`config.mk`:
```
export PLATFORM = sky130hd
export DESIGN_NAME = xn297_packet_encoder_top
export DESIGN_NICKNAME = d
export VERILOG_FILES = /design/src/hw/rtl/xn297_pkg.sv /design/src/hw/rtl/xn297_byte_gen.sv /design/src/hw/rtl/xn297_packet_encoder_top.sv
export SDC_FILE = /design/constraint.sdc
export NUM_CORES = 1
export LEC_CHECK = 0
export ABC_AREA = 1
export CORE_ASPECT_RATIO = 1.2
export CORE_MARGIN = 2
export CORE_UTILIZATION = 57
export CTS_CLUSTER_DIAMETER = 80
export DETAILED_ROUTE_END_ITERATION = 10
export DONT_BUFFER_PORTS = 1
export GPL_TIMING_DRIVEN = 0
export PLACE_DENSITY = 0.84
export SLEW_MARGIN = 10
export SYNTH_ARGS = -nofsm -noshare
export SYNTH_HDL_FRONTEND = slang
export SYNTH_SLANG_ARGS = --single-unit
```
`constraint.sdc`:
```
create_clock -name clk -period 5.2 [get_ports clk]
set_input_delay 1.04 -clock clk [delete_from_list [all_inputs] [get_ports clk]]
set_output_delay 1.04 -clock clk [all_outputs]
set_load 0.03 [all_outputs]
```
`src/hw/rtl/xn297_pkg.sv`:
```
`timescale 1ns / 1ps

package xn297_pkg;

  localparam logic [15:0] CRC_POLY      = 16'h1021;
  localparam logic [15:0] CRC_INIT      = 16'hb5d2;
  localparam logic [7:0]  PREAMBLE_BYTE = 8'h55;
  localparam logic [6:0]  SCRAMBLE_LEN  = 7'd35;
  localparam logic [6:0]  XOROUT_LAST   = 7'd27;
  localparam logic [5:0]  COUNT_MAX     = 6'd63;

  localparam logic [2:0] LEN_MIN = 3'd3;
  localparam logic [2:0] LEN_MAX = 3'd5;
  localparam logic [2:0] LEN_PREAMBLE = 3'd4;

  // config register indexes
  localparam logic [1:0] REG_ADDRESS_LENGTH   = 2'd0;
  localparam logic [1:0] REG_TRANSMIT_ADDRESS = 2'd1;
  localparam logic [1:0] REG_SCRAMBLE_ENABLE  = 2'd2;
  localparam logic [1:0] REG_CRC_ENABLE       = 2'd3;

  // per-item sequence phases
  localparam logic [2:0] PH_START  = 3'd0;
  localparam logic [2:0] PH_PRE    = 3'd1;
  localparam logic [2:0] PH_ADDR   = 3'd2;
  localparam logic [2:0] PH_PAY    = 3'd3;
  localparam logic [2:0] PH_CRC_HI = 3'd4;
  localparam logic [2:0] PH_CRC_LO = 3'd5;

  typedef struct packed {
    logic [2:0]  phase;
    logic [2:0]  addr_idx;
    logic [2:0]  len;
    logic [5:0]  count;
    logic [15:0] crc;
    logic [39:0] address;
    logic        scramble;
    logic        last;
    logic        overflow;
    logic [7:0]  payload;
  } byte_req_t;

  typedef struct packed {
    logic [7:0]  data;
    logic [15:0] crc_next;
    logic [15:0] crc_final;
    logic        err;
  } byte_res_t;

  function automatic logic [7:0] whiten(input logic [5:0] idx);
    logic [7:0] w;
    case (idx)
      6'd0:  w = 8'he3; 6'd1:  w = 8'hb1; 6'd2:  w = 8'h4b; 6'd3:  w = 8'hea;
      6'd4:  w = 8'h85; 6'd5:  w = 8'hbc; 6'd6:  w = 8'he5; 6'd7:  w = 8'h66;
      6'd8:  w = 8'h0d; 6'd9:  w = 8'hae; 6'd10: w = 8'h8c; 6'd11: w = 8'h88;
      6'd12: w = 8'h12; 6'd13: w = 8'h69; 6'd14: w = 8'hee; 6'd15: w = 8'h1f;
      6'd16: w = 8'hc7; 6'd17: w = 8'h62; 6'd18: w = 8'h97; 6'd19: w = 8'hd5;
      6'd20: w = 8'h0b; 6'd21: w = 8'h79; 6'd22: w = 8'hca; 6'd23: w = 8'hcc;
      6'd24: w = 8'h1b; 6'd25: w = 8'h5d; 6'd26: w = 8'h19; 6'd27: w = 8'h10;
      6'd28: w = 8'h24; 6'd29: w = 8'hd3; 6'd30: w = 8'hdc; 6'd31: w = 8'h3f;
      6'd32: w = 8'h8e; 6'd33: w = 8'hc5; 6'd34: w = 8'h2f;
      default: w = 8'h00;
    endcase
    return w;
  endfunction

  function automatic logic [15:0] xor_scr(input logic [4:0] idx);
    logic [15:0] x;
    case (idx)
      5'd0:  x = 16'h0000; 5'd1:  x = 16'h3448; 5'd2:  x = 16'h9BA7; 5'd3:  x = 16'h8BBB;
      5'd4:  x = 16'h85E1; 5'd5:  x = 16'h3E8C; 5'd6:  x = 16'h451E; 5'd7:  x = 16'h18E6;
      5'd8:  x = 16'h6B24; 5'd9:  x = 16'hE7AB; 5'd10: x = 16'h3828; 5'd11: x = 16'h814B;
      5'd12: x = 16'hD461; 5'd13: x = 16'hF494; 5'd14: x = 16'h2503; 5'd15: x = 16'h691D;
      5'd16: x = 16'hFE8B; 5'd17: x = 16'h9BA7; 5'd18: x = 16'h8B17; 5'd19: x = 16'h2920;
      5'd20: x = 16'h8B5F; 5'd21: x = 16'h61B1; 5'd22: x = 16'hD391; 5'd23: x = 16'h7401;
      5'd24: x = 16'h2138; 5'd25: x = 16'h129F; 5'd26: x = 16'hB3A0; 5'd27: x = 16'h2988;
      default: x = 16'h0000;
    endcase
    return x;
  endfunction

  function automatic logic [15:0] xor_plain(input logic [4:0] idx);
    logic [15:0] x;
    case (idx)
      5'd0:  x = 16'h0000; 5'd1:  x = 16'h3d5f; 5'd2:  x = 16'ha6f1; 5'd3:  x = 16'h3a23;
      5'd4:  x = 16'haa16; 5'd5:  x = 16'h1caf; 5'd6:  x = 16'h62b2; 5'd7:  x = 16'he0eb;
      5'd8:  x = 16'h0821; 5'd9:  x = 16'hbe07; 5'd10: x = 16'h5f1a; 5'd11: x = 16'haf15;
      5'd12: x = 16'h4f0a; 5'd13: x = 16'had24; 5'd14: x = 16'h5e48; 5'd15: x = 16'hed34;
      5'd16: x = 16'h068c; 5'd17: x = 16'hf2c9; 5'd18: x = 16'h1852; 5'd19: x = 16'hdf36;
      5'd20: x = 16'h129d; 5'd21: x = 16'hb17c; 5'd22: x = 16'hd5f5; 5'd23: x = 16'h70d7;
      5'd24: x = 16'hb798; 5'd25: x = 16'h5133; 5'd26: x = 16'h67db; 5'd27: x = 16'hd94e;
      default: x = 16'h0000;
    endcase
    return x;
  endfunction

  function automatic logic [7:0] rev8(input logic [7:0] b);
    logic [7:0] r;
    for (int k = 0; k < 8; k++) begin
      r[k] = b[7 - k];
    end
    return r;
  endfunction

  // CRC-16, MSB first, one byte
  function automatic logic [15:0] crc_byte(input logic [15:0] c_in, input logic [7:0] b);
    logic [15:0] c;
    c = c_in ^ {b, 8'h00};
    for (int k = 0; k < 8; k++) begin
      if (c[15]) begin
        c = {c[14:0], 1'b0} ^ CRC_POLY;
      end else begin
        c = {c[14:0], 1'b0};
      end
    end
    return c;
  endfunction

endpackage

```
`src/hw/rtl/xn297_byte_gen.sv`:
```
`timescale 1ns / 1ps

module xn297_byte_gen import xn297_pkg::*; (
  input  byte_req_t req,
  output byte_res_t res
);

  logic [2:0]  shift;
  logic [39:0] shifted;
  logic [7:0]  addr_b;
  logic [7:0]  pay_b;
  logic [6:0]  pos;
  logic [6:0]  xi;
  logic [15:0] pay_crc;
  logic        pos_over;
  logic        xi_over;
  logic [4:0]  xi_sel;

  always_comb begin
    shift   = req.len - 3'd1 - req.addr_idx;
    shifted = req.address >> {shift, 3'b000};
    addr_b  = shifted[7:0] ^ (req.scramble ? whiten({3'b000, req.addr_idx}) : 8'h00);

    pos      = {4'b0000, req.len} + {1'b0, req.count};
    pos_over = (pos >= SCRAMBLE_LEN);
    pay_b    = rev8(req.payload) ^ ((req.scramble && !pos_over) ? whiten(pos[5:0]) : 8'h00);
    pay_crc  = crc_byte(req.crc, pay_b);

    xi      = {4'b0000, req.len} - 7'd3 + {1'b0, req.count} + 7'd1;
    xi_over = (xi > XOROUT_LAST);
    xi_sel  = xi_over ? XOROUT_LAST[4:0] : xi[4:0];

    res = '0;
    case (req.phase)
      PH_PRE: begin
        res.data     = PREAMBLE_BYTE;
        res.crc_next = req.crc;
        res.err      = req.overflow;
      end
      PH_ADDR: begin
        res.data     = addr_b;
        res.crc_next = crc_byte(req.crc, addr_b);
        res.err      = req.overflow;
      end
      PH_PAY: begin
        res.data      = pay_b;
        res.crc_next  = pay_crc;
        res.crc_final = pay_crc ^ (req.scramble ? xor_scr(xi_sel) : xor_plain(xi_sel));
        res.err       = req.overflow | pos_over | (req.last & xi_over);
      end
      default: begin
        res = '0;
      end
    endcase
  end

endmodule

```
`src/hw/rtl/xn297_packet_encoder_top.sv`:
```
`timescale 1ns / 1ps

// XN297-style frame encoder. Each accepted payload item yields one frame byte per
// cycle on the output unless out_ready stalls it: the first item of a packet is
// preceded by the header (an optional 0x55 byte when the address is shorter than
// 4, then the address bytes) and its payload byte; later items yield only their
// payload byte; with CRC on, the final item is followed by the two CRC bytes. A
// single byte sequencer emits into one output register; a new item is taken in
// the cycle its predecessor's last byte is emitted, so payload bytes stream at
// one per cycle while the output is not stalled.
// Configuration must only be written while the encoder is idle.

module xn297_packet_encoder_top import xn297_pkg::*; (
  input  logic        clk,
  input  logic        rst,
  input  logic        cfg_write_enable,
  input  logic [1:0]  cfg_index,
  input  logic [39:0] cfg_data,
  input  logic        in_valid,
  output logic        in_ready,
  input  logic [7:0]  payload_byte,
  input  logic        final_byte,
  output logic        out_valid,
  input  logic        out_ready,
  output logic [7:0]  frame_byte,
  output logic        frame_end,
  output logic        length_error
);

  logic [2:0]  address_length;
  logic [39:0] transmit_address;
  logic        scramble_enable;
  logic        crc_enable;

  logic [5:0]  payload_count;
  logic [15:0] crc_value;
  logic        overflow_seen;

  logic        item_valid;
  logic [7:0]  item_payload;
  logic        item_final;
  logic [2:0]  phase;
  logic [2:0]  addr_idx;
  logic [15:0] crc_final;
  logic        item_err;

  logic [2:0]  len;
  logic [2:0]  eph;
  logic        advance;
  logic        done;
  logic        load;
  byte_req_t   req;
  byte_res_t   res;

  always_comb begin
    if (address_length < LEN_MIN) begin
      len = LEN_MIN;
    end else if (address_length > LEN_MAX) begin
      len = LEN_MAX;
    end else begin
      len = address_length;
    end

    if (phase == PH_START) begin
      if (payload_count != 6'd0) begin
        eph = PH_PAY;
      end else if (len < LEN_PREAMBLE) begin
        eph = PH_PRE;
      end else begin
        eph = PH_ADDR;
      end
    end else begin
      eph = phase;
    end

    advance = item_valid && (!out_valid || out_ready);
    done    = advance && (((eph == PH_PAY) && !(item_final && crc_enable)) ||
                          (eph == PH_CRC_LO));
    in_ready = !item_valid || done;
    load     = in_valid && in_ready;

    req.phase    = eph;
    req.addr_idx = addr_idx;
    req.len      = len;
    req.count    = payload_count;
    req.crc      = crc_value;
    req.address  = transmit_address;
    req.scramble = scramble_enable;
    req.last     = item_final;
    req.overflow = overflow_seen;
    req.payload  = item_payload;
  end

  xn297_byte_gen u_byte_gen (
    .req (req),
    .res (res)
  );

  always_ff @(posedge clk) begin
    if (rst) begin
      address_length   <= 3'd5;
      transmit_address <= 40'd0;
      scramble_enable  <= 1'b1;
      crc_enable       <= 1'b0;
    end else if (cfg_write_enable) begin
      case (cfg_index)
        REG_ADDRESS_LENGTH:   address_length   <= cfg_data[2:0];
        REG_TRANSMIT_ADDRESS: transmit_address <= cfg_data;
        REG_SCRAMBLE_ENABLE:  scramble_enable  <= cfg_data[0];
        REG_CRC_ENABLE:       crc_enable       <= cfg_data[0];
        default: ;
      endcase
    end
  end

  always_ff @(posedge clk) begin
    if (rst) begin
      payload_count <= 6'd0;
      crc_value     <= CRC_INIT;
      overflow_seen <= 1'b0;
      item_valid    <= 1'b0;
      phase         <= PH_START;
      addr_idx      <= 3'd0;
      out_valid     <= 1'b0;
    end else begin
      if (advance) begin
        out_valid <= 1'b1;
      end else if (out_ready) begin
        out_valid <= 1'b0;
      end

      if (advance) begin
        case (eph)
          PH_PRE: begin
            frame_byte   <= res.data;
            frame_end    <= 1'b0;
            length_error <= res.err;
            phase        <= PH_ADDR;
          end
          PH_ADDR: begin
            frame_byte   <= res.data;
            frame_end    <= 1'b0;
            length_error <= res.err;
            crc_value    <= res.crc_next;
            if (addr_idx == len - 3'd1) begin
              phase <= PH_PAY;
            end else begin
              phase    <= PH_ADDR;
              addr_idx <= addr_idx + 3'd1;
            end
          end
          PH_PAY: begin
            frame_byte   <= res.data;
            frame_end    <= item_final && !crc_enable;
            length_error <= res.err;
            if (item_final) begin
              payload_count <= 6'd0;
              crc_value     <= CRC_INIT;
              overflow_seen <= 1'b0;
            end else begin
              payload_count <= (payload_count < COUNT_MAX) ? payload_count + 6'd1 : COUNT_MAX;
              crc_value     <= res.crc_next;
              overflow_seen <= res.err;
            end
            crc_final <= res.crc_final;
            item_err  <= res.err;
            if (item_final && crc_enable) begin
              phase <= PH_CRC_HI;
            end
          end
          PH_CRC_HI: begin
            frame_byte   <= crc_final[15:8];
            frame_end    <= 1'b0;
            length_error <= item_err;
            phase        <= PH_CRC_LO;
          end
          PH_CRC_LO: begin
            frame_byte   <= crc_final[7:0];
            frame_end    <= 1'b1;
            length_error <= item_err;
          end
          default: begin
            phase <= PH_START;
          end
        endcase
      end

      if (load) begin
        item_valid   <= 1'b1;
        item_payload <= payload_byte;
        item_final   <= final_byte;
        phase        <= PH_START;
        addr_idx     <= 3'd0;
      end else if (done) begin
        item_valid <= 1'b0;
      end
    end
  end

endmodule
```
* Word level (Yosys, flattened, before mapping)
Memories as Yosys holds them, arrays and structs flattened. A register that Yosys moved wholly into a read port is not among the register bits.
Index checks and enable logic that the tools add are counted.
** Cells by class
- $add $sub $neg :: 8
- Magnitude comparators :: 6
- Eq/ne operators :: 10
- Shift-type cells :: 1
- Mux-type cells :: 53
- Bitwise logic cells :: 27
- Reduce and logical (&&, ||, !) cells :: 41
** Operators with widths (number)
- 2-to-1 mux 13 bit :: 16
- 2-to-1 mux 16 bit :: 11
- inverter 3 bit :: 16
- case mux 24 bit (2 select lines) :: 1
- XOR 16 bit :: 3
- >> shifter 40 x 6 -> 8 bit :: 1
- case mux 16 bit (2 select lines) :: 1
- case mux 8 bit (3 select lines) :: 1
- 2-to-1 mux 3 bit :: 6
- AND reduction 3 bit :: 6
- 2-to-1 mux 8 bit :: 2
- XOR 8 bit :: 2
- case mux 3 bit (5 select lines) :: 1
- AND reduction 2 bit :: 7
- 2-to-1 mux 6 bit :: 2
- nonzero test 2 bit :: 4
- adder 3 x 6 -> 7 bit :: 1
- adder 7 x 1 -> 7 bit, second input constant :: 1
- adder 7 x 6 -> 7 bit :: 1
- >= comparator 7 x 6 -> 1 bit, second input constant :: 1
- greater-than comparator 7 x 5 -> 1 bit, second input constant :: 1
- logical AND 1 bit :: 7
- 2-to-1 mux 1 bit :: 7
- adder 6 x 1 -> 6 bit, second input constant :: 1
- other kinds (30) :: 46
** Storage, ports and cells
- Register bits after elaboration :: 112
- ROM bits :: 1600
- Input bits :: 56
- Logic and storage cells :: 168
- Memories :: 4
** Memories
- (no name shown) :: words 64, width 8, rd ports 1, clocked after Yosys merged registers in 0, write ports 0, line xn297_pkg.sv:52 : case (idx)
- (no name shown) :: words 32, width 16, rd ports 1, clocked after Yosys merged registers in 0, write ports 0, line xn297_pkg.sv:69 : case (idx)
- (no name shown) :: words 32, width 16, rd ports 1, clocked after Yosys merged registers in 0, write ports 0, line xn297_pkg.sv:84 : case (idx)
- (no name shown) :: words 8, width 8, rd ports 1, clocked after Yosys merged registers in 1, write ports 0, line xn297_pkg.sv:52

* Logic depth before layout (Yosys ltp)
Gate-level depths: netlist of the first run.
- Word-level depth :: 34
- Mapped depth :: 29
- Gate-level depth less buffers :: 27

* By module
From an unflattened synthesis of the first run, not the netlist that was laid out.
** Unflattened totals
- Cell total of the unflattened synthesis :: 1537
- Area total of the unflattened synthesis :: 9477.8 µm²
** Modules (own cells, without submodules)
- xn297_byte_gen :: instances 1, cells each 1048, area an instance 5057.4 µm², sequential area each 0.0 µm²
- xn297_packet_encoder_top :: instances 1, cells each 489, area an instance 4420.5 µm², sequential area each 2602.5 µm²

* Least setup slack after synthesis of the first run
OpenSTA, ideal clock, no wires.
- Path type :: reg-to-reg
- Start :: reg address_length[2]
- End :: reg crc_final[6], data pin
- Data arrival time :: 3.733 ns
- Setup slack :: 1.210 ns
- Cell stages (with the launch flop) :: 25
- Cells stage by stage :: dfxtp_1 > buf_2 > inv_1 > nor3_1 > inv_1 > ha_1 > fa_1 > nand3_1 > nand3_1 > nor3_1 > nand2_1 > a21oi_1 > o21ai_2 > nor2_8 > nand2_1 > inv_1 > ha_1 > nand2_1 > nand2_1 > inv_1 > nand2_1 > o21ai_0 > o21ai_0 > nand2_1 > xor2_1
** RTL lines
- start, declared :: line xn297_packet_encoder_top.sv:30 : logic [2:0] address_length;
- start signal, assigned :: line xn297_packet_encoder_top.sv:107 : REG_ADDRESS_LENGTH: address_length <= cfg_data[2:0];
- end signal, assigned :: line xn297_packet_encoder_top.sv:165 : crc_final <= res.crc_final;
- end, declared :: line xn297_packet_encoder_top.sv:44 : logic [15:0] crc_final;

==> results of run 1 <==
-- timing repair --
action / CTS / global route
gates resized for setup: 0 / 5
setup buffers: 0 / 2
hold endpoints to repair: 0 / 0
endpoints found under the setup margin: 0 / 15
-- area by class of cell --
cell class              count  area share
well taps                 208      0.0260
plain buffers              54      0.0252
flip-flops and latches    120       0.276
repair buffers              4     0.00375
clock inverters            14      0.0141
multi-input cells        1116       0.560
clock buffers              17      0.0425
inverters                 139      0.0526
-- worst max-delay path by stage --
stage	from	slack, ns	cells past startpoint	endpoint
detailed placement	address_length[2]	0.21	21	crc_final[1]
global placement	address_length[2]	0.20	21	crc_final[1]
CTS	address_length[2]	0.13	21	crc_final[1]
floorplan	address_length[2]	1.21	24	crc_final[6]
finish	address_length[2]	0.35	22	crc_final[1]
global route	address_length[2]	0.05	22	crc_final[12]
-- sequential cells by signal, indices dropped and copies added (netlist names), named ones only --
signal	flops
out_valid	1
length_error	1
item_final	1
frame_byte	8
overflow_seen	1
item_err	1
phase	3
item_payload	8
address_length	3
crc_value	16
item_valid	1
frame_end	1
addr_idx	3
crc_enable	1
payload_count	6
scramble_enable	1
crc_final	16
transmit_address	40
-- cells in the mapped netlist, types with 10 or more instances --
cell type and n:
o21ai_0 102, nand2_1 447, inv_2 11, edfxtp_1 36
xor2_1 23, nand3_1 185, a21oi_1 63, o21ai_1 19
o211ai_1 14, ha_1 31, inv_1 126, nand2_2 18
clkbuf_1 33, nor2_1 137, dfxtp_1 84, buf_2 12
o22ai_1 10
-- cell families after synthesis --
group	after synthesis
buffers and inverters	193
AO/OA/AOI/OAI	233
other	1
adder cells (fa/ha/maj)	34
flip-flops	120
AND/OR/NAND/NOR	811
XOR/XNOR	34
multiplexers	1
-- through the flow --
| step | utilization | std cells | hold slack, ns | setup WS [ns] | power [W] |
|---|---|---|---|---|---|
| global placement | 0.599 | 1637 | 0.441 | 0.199 | 0.00223 |
| CTS | 0.637 | 1670 | 0.454 | 0.130 | 0.00339 |
| finish | 0.639 | 1672 | 0.460 | 0.346 | 0.00344 |
| detailed placement | 0.601 | 1639 | 0.445 | 0.213 | 0.00225 |
| floorplan | - | 1429 | 0.425 | 1.21 | 0.00195 |
| global route | 0.639 | 1672 | 0.504 | 0.0537 | 0.00360 |
-- report_power, final --
group / leakage [nW] / switching, W / internal, W
Sequential: 1.02 / 0.0000531 / 0.00105
Clock: 0.275 / 0.000485 / 0.000668
Combinational: 3.47 / 0.000820 / 0.000366
Total: 4.76 / 0.00136 / 0.00208
-- critical path: cells and delay by family, from the launching register on --
kind	cells	cell delay (ns)
XOR/XNOR	1	0.29
AO/OA/AOI/OAI	4	0.61
buffers and inverters	5	0.88
AND/OR/NAND/NOR	9	1.48
flip-flops	1	0.31
adder cells (fa/ha/maj)	3	1.05
-- routing by layer --
| metal | track usage | vias to the layer above | routed length, um |
|---|---|---|---|
| met1 | 0.422 | 4482 | 11600 |
| met4 | 0.192 | 0 | 1570 |
| met5 | 0 | - | 0 |
| met2 | 0.593 | 592 | 13900 |
| li1 | - | 4742 | - |
| met3 | 0.0685 | 121 | 2840 |
==> impl_results.md, run 1 <==
- Status: finished clean
- Number of max-cap violations: 0
- Worst-margin pin slew: between 0.9 and 1 ns
- Synth top area cells: dfxtp_1 (18%), nand2_1 (18%), edfxtp_1 (12%)
- Vias in the first global route: between 9k and 10k
- Gr usage total: 0.351
- Slew headroom: 0.397
- Fin. max-slew vios: 0
- Hold Path Stages: 2
- Final Hold Viols: 0
- Mean Syn Cell Area: ~6.4 um2
- Detail Route Antenna Nets: 0
- EDFF count, synth: 36
- Commonest non-fill, non-tap cell in the layout: nand2_1
- Routability Congestion: between 1 and 1.5
- Diodes inserted: 0
- FF-to-FF setup slack: approximately 0.35 ns
- Yosys top cell by area: dfxtp_1
- CP required: around 5.4 ns
- Area post-placement: roughly 9400 um2
- Initial antenna violation count: 0
- Synth Register Bits: 120
- Leak: about 4.8 nW
- Die height: ~140 um
- Post-synthesis sequential area ratio: 0.304
- Pwr/cell area: between 300 and 400 nW/um2
- Clock Sinks: 120
- Post-synthesis xor/xnor area fraction: 0.0382
- Largest family of logic cells by synthesized area: simple AND/OR/NAND/NOR gates
- Data arrival time of the worst path: 5.07 ns
- Worst R2R End: crc_final[1]
- Global-route wire length before repair: ~47,000 um
- Post-route cell area: approximately 10000 um2
- CP max stage cell: fa_1
- Final Cycle Share: 0.933
- Root Driver: clkbuf_16
- Clk_skew: about 0.011 ns
- Clock latency on the worst-skew pair: about 0.42 ns
- Hold Path Origin: transmit_address[30]
- WL/cell: ~18 um
- WS Path Type: flip-flop to flip-flop
- Core region area: approximately 16,000 um2
- Fill cell count: approximately 1.5k
- Port bufs: 0
- CTS Buffer Depth: 2
- VDD IR-drop max: 0.268 mV
- Synth Area in Compound Gates: 0.145
- Synth-to-Final Area Change: 9.95%
- RSZ-0062 raised after global routing: no
- Detail-routed via count per cell: a little under 6
- Minimum clock period: ~4.9 ns
- Setup_tns: 0 ns
- Crit-path max cell delay: about 0.51 ns
- Ports: between 60 and 70
- Crit-path cells: buf_2, inv_1, nor3_2, inv_1, ha_1, fa_1, nand3_1, nand3_1, nor3_1, nand2_1, a21oi_1, o21ai_2, nor2_8, nand2_2, inv_1, ha_1, inv_1, nor2_1, nor2_1, o21ai_1, o21ai_1, xnor2_1
- Hold buffers post-CTS: 0
- Worst setup SP type: flip-flop
- Pin count of the biggest net entering global routing: 17
- Post-DP HPWL: 22,500 um
- Die width: 119 um
- WL final: between 20,000 and 30,000 um
- Synth async-reset ratio: 0
- Setup Viol. Count Final: 0
- Mux cell area share after synthesis: 0.00124
- Simple-Gate Fraction of Synth Area: 0.377
- Achievable clock frequency: 206 MHz
- Multi-input logic area: approximately 5600 um2
- Post-synth top area share: 0.185
- Initial Util: 0.582
- Clk slew on worst S/H paths: 0.06 ns
- FF-to-FF Start: address_length[2]
- Ys flop type: dfxtp_1
- DRC viols: 0
- Synth Area in Adders: 0.0493
- H-Tree Depth: 4
- Cell mode on critical path: inv_1
- Cell Area, Synth: between 9000 and 10,000 um2
- Yosys cell types: 49
- Core Rows: 50
- Most frequent cells in the layout: nand2_1 (445), nand3_1 (185), nor2_1 (136), inv_1 (125), o21ai_0 (102)
- Yosys warnings: 0
- Reg2reg path depth: 22
- Final #Nets: 1,542
- Drt initial violations: 1,380
- Via count: 9,937
- Synth Instances: between 1k and 1.5k
- CP Capture Type: flip-flop
- TritonCTS clock tree: done
- DIE AREA: between 15,000 and 20,000 um2
- Worst Hold Class: flip-flop to flip-flop
- Reg area: roughly 2800 um2
- CTS Buf Count: 17
- Hold Crit Endpoint: transmit_address[30]
- GR Overflow Total: 0
- DRT Pass-1 Iters: 6
- CP max FO: 10
- Fraction of layout instances using a drive strength above 1: 0.0738
Power figures use the tool's default switching activity.
==> run 2: changes to the inputs <==
==> constraint.sdc (replaced) <==
create_clock -name clk -period 5.3 [get_ports clk]
set_input_delay 1.06 -clock clk [delete_from_list [all_inputs] [get_ports clk]]
set_output_delay 1.06 -clock clk [all_outputs]
set_load 0.03 [all_outputs]
==> impl_results.md, run 2 (same netlist as run 1, synthesis figures left out) <==
- Routability Congestion: a little over 1
- CTS Buffer Depth: 2
- Data arrival time of the worst path: ~5.2 ns
- FF-to-FF Start: address_length[2]
- Reg2reg path depth: 22
- VDD IR-drop max: around 0.26 mV
- FF-to-FF setup slack: about 0.34 ns
- Die height: around 140 um
- Setup_tns: 0 ns
- DIE AREA: between 15,000 and 20,000 um2
- Core Rows: 50
- Root Driver: clkbuf_16
- TritonCTS clock tree: done
- Worst Hold Class: flip-flop to flip-flop
- Critical path buffers and inverters: 5
- Detail Route Antenna Nets: 0
- Largest Register: transmit_address
- Detail-routed via count per cell: 5.94
- WL final: between 20,000 and 30,000 um
- Clock latency on the worst-skew pair: ~0.42 ns
- Pwr/cell area: about 340 nW/um2
- Global-route wire length before repair: roughly 47,000 um
- Vias in the first global route: a little over 9k
- Clock Sinks: 120
- Final #Nets: ~1.5k
- Initial antenna violation count: 0
- Worst hold slack: around 0.46 ns
- CP max stage cell: fa_1
- Hold Crit Endpoint: transmit_address[30]
- Hold Path Stages: 2
- CP Capture Type: flip-flop
- Critical path launch point: address_length[2]
- Dominant delay contributor by cell family on the critical path: simple AND/OR/NAND/NOR gates
- Crit-path cells: buf_2, inv_1, nor3_1, inv_1, ha_1, fa_1, nand3_1, nand3_1, nor3_1, nand2_1, a21oi_1, o21ai_2, nor2_8, nand2_2, inv_1, ha_1, inv_1, nor2_1, nor2_1, o21ai_1, o21ai_1, xnor2_1
- GR Overflow Total: 0
- DRT Pass-1 Iters: 6
- Core region area: ~16,000 um2
- Pin count of the biggest net entering global routing: 17
- Worst setup SP type: flip-flop
- Via count: slightly below 10k
- Port bufs: 0
- Hold Path Origin: transmit_address[30]
- Reg area: ~2800 um2
- WS Path Type: flip-flop to flip-flop
- Total power: roughly 0.0034 W
- Multi-input logic area: around 5600 um2
- CTS Buf Count: 17
- CP required: 5.52 ns
- Clk slew on worst S/H paths: around 0.060 ns
- Post-DP HPWL: ~23,000 um
- Cell mode on critical path: inv_1
- CP max FO: 10
- Fill cell count: about 1.5k
- Ports: around 70
- Biggest regs: transmit_address (40), crc_final (16), crc_value (16)
- Worst-margin pin slew: around 0.9 ns
- Commonest non-fill, non-tap cell in the layout: nand2_1
- Fraction of layout instances using a drive strength above 1: 0.0731
- Final Hold Viols: 0
- Diodes inserted: 0
- Setup Viol. Count Final: 0
- Achievable clock frequency: around 200 MHz
- Final WS setup: 0.336 ns
- Drt initial violations: 1,325
- WL/cell: about 18 um
- H-Tree Depth: 4
- Slew headroom: 0.393
- Number of max-cap violations: 0
- Synth-to-Final Area Change: 9.89%
- Minimum clock period: roughly 5 ns
- Clk_skew: 0.0113 ns
- Post-route core utilization: 0.639
- Fin. max-slew vios: 0
- Crit-path max cell delay: 0.52 ns
- Most frequent cells in the layout: nand2_1 (445), nand3_1 (185), nor2_1 (136), inv_1 (125), o21ai_0 (102)
- Status: finished clean
- Gr usage total: 0.351
- Worst R2R End: crc_final[1]
- Max reg flops: 40
- Leak: 4.76 nW
- Hold buffers post-CTS: 0
- Die width: approximately 120 um
- Dpl ws: between 0.3 and 0.4 ns
- DRC viols: 0
- Final Cycle Share: 0.937
- Initial Util: 0.582
## run 2: cell counts in the layout (fill, tap and decap cells not counted)
No cell type changed its count.
## run 2: how the worst max path moves through the flow
stage,to,slack [ns],cells after the start
6_report,crc_final[1],0.34,22
5_1_grt,crc_final[12],-0.008,22
4_1_cts,crc_final[1],0.23,21
3_5_place_dp,crc_final[1],0.31,21
3_3_place_gp,crc_final[1],0.30,21
2_1_floorplan,crc_final[6],1.31,24
## run 2: what timing repair did
| item | in CTS | in global routing |
|---|---|---|
| setup buffers | 0 | 2 |
| setup endpoints to repair | 0 | 7 |
| resized for setup | 0 | 4 |
## run 2: routing by layer
metal / GRT usage / up-vias / part of all wire
li1: - / 4737 / -
met1: 0.422 / 4498 / 0.39
met2: 0.593 / 576 / 0.46
met3: 0.0685 / 129 / 0.092
met4: 0.192 / 0 / 0.055
met5: 0 / - / 0
## run 2: tightest hold or removal path, stage by stage (launching register included)
cell	delay (ns)
dfxtp_1	0.29
inv_1	0.06
a21oi_1	0.06
## run 2: final cells by class
type / instances / area share
sequential: 120 / 0.276
timing repair buffer: 4 / 0.00376
clock inverter: 14 / 0.0141
inverter: 139 / 0.0526
tap: 208 / 0.0260
multi-input combinational: 1116 / 0.559
clock buffer: 17 / 0.0426
buffer: 54 / 0.0252
## run 2: stage by stage
stage               instance area (um2)  cells
detailed placement                 9390   1639
floorplan                          9100   1429
global placement                   9360   1637
global route                       9990   1672
finish                             9990   1672
CTS                                9960   1670
## run 2: where the power goes
part | leakage, nW | switching [W] | internal [W]
logic | 3.47 | 0.000806 | 0.000359
registers | 1.02 | 0.0000518 | 0.00103
clock network | 0.275 | 0.000481 | 0.000655
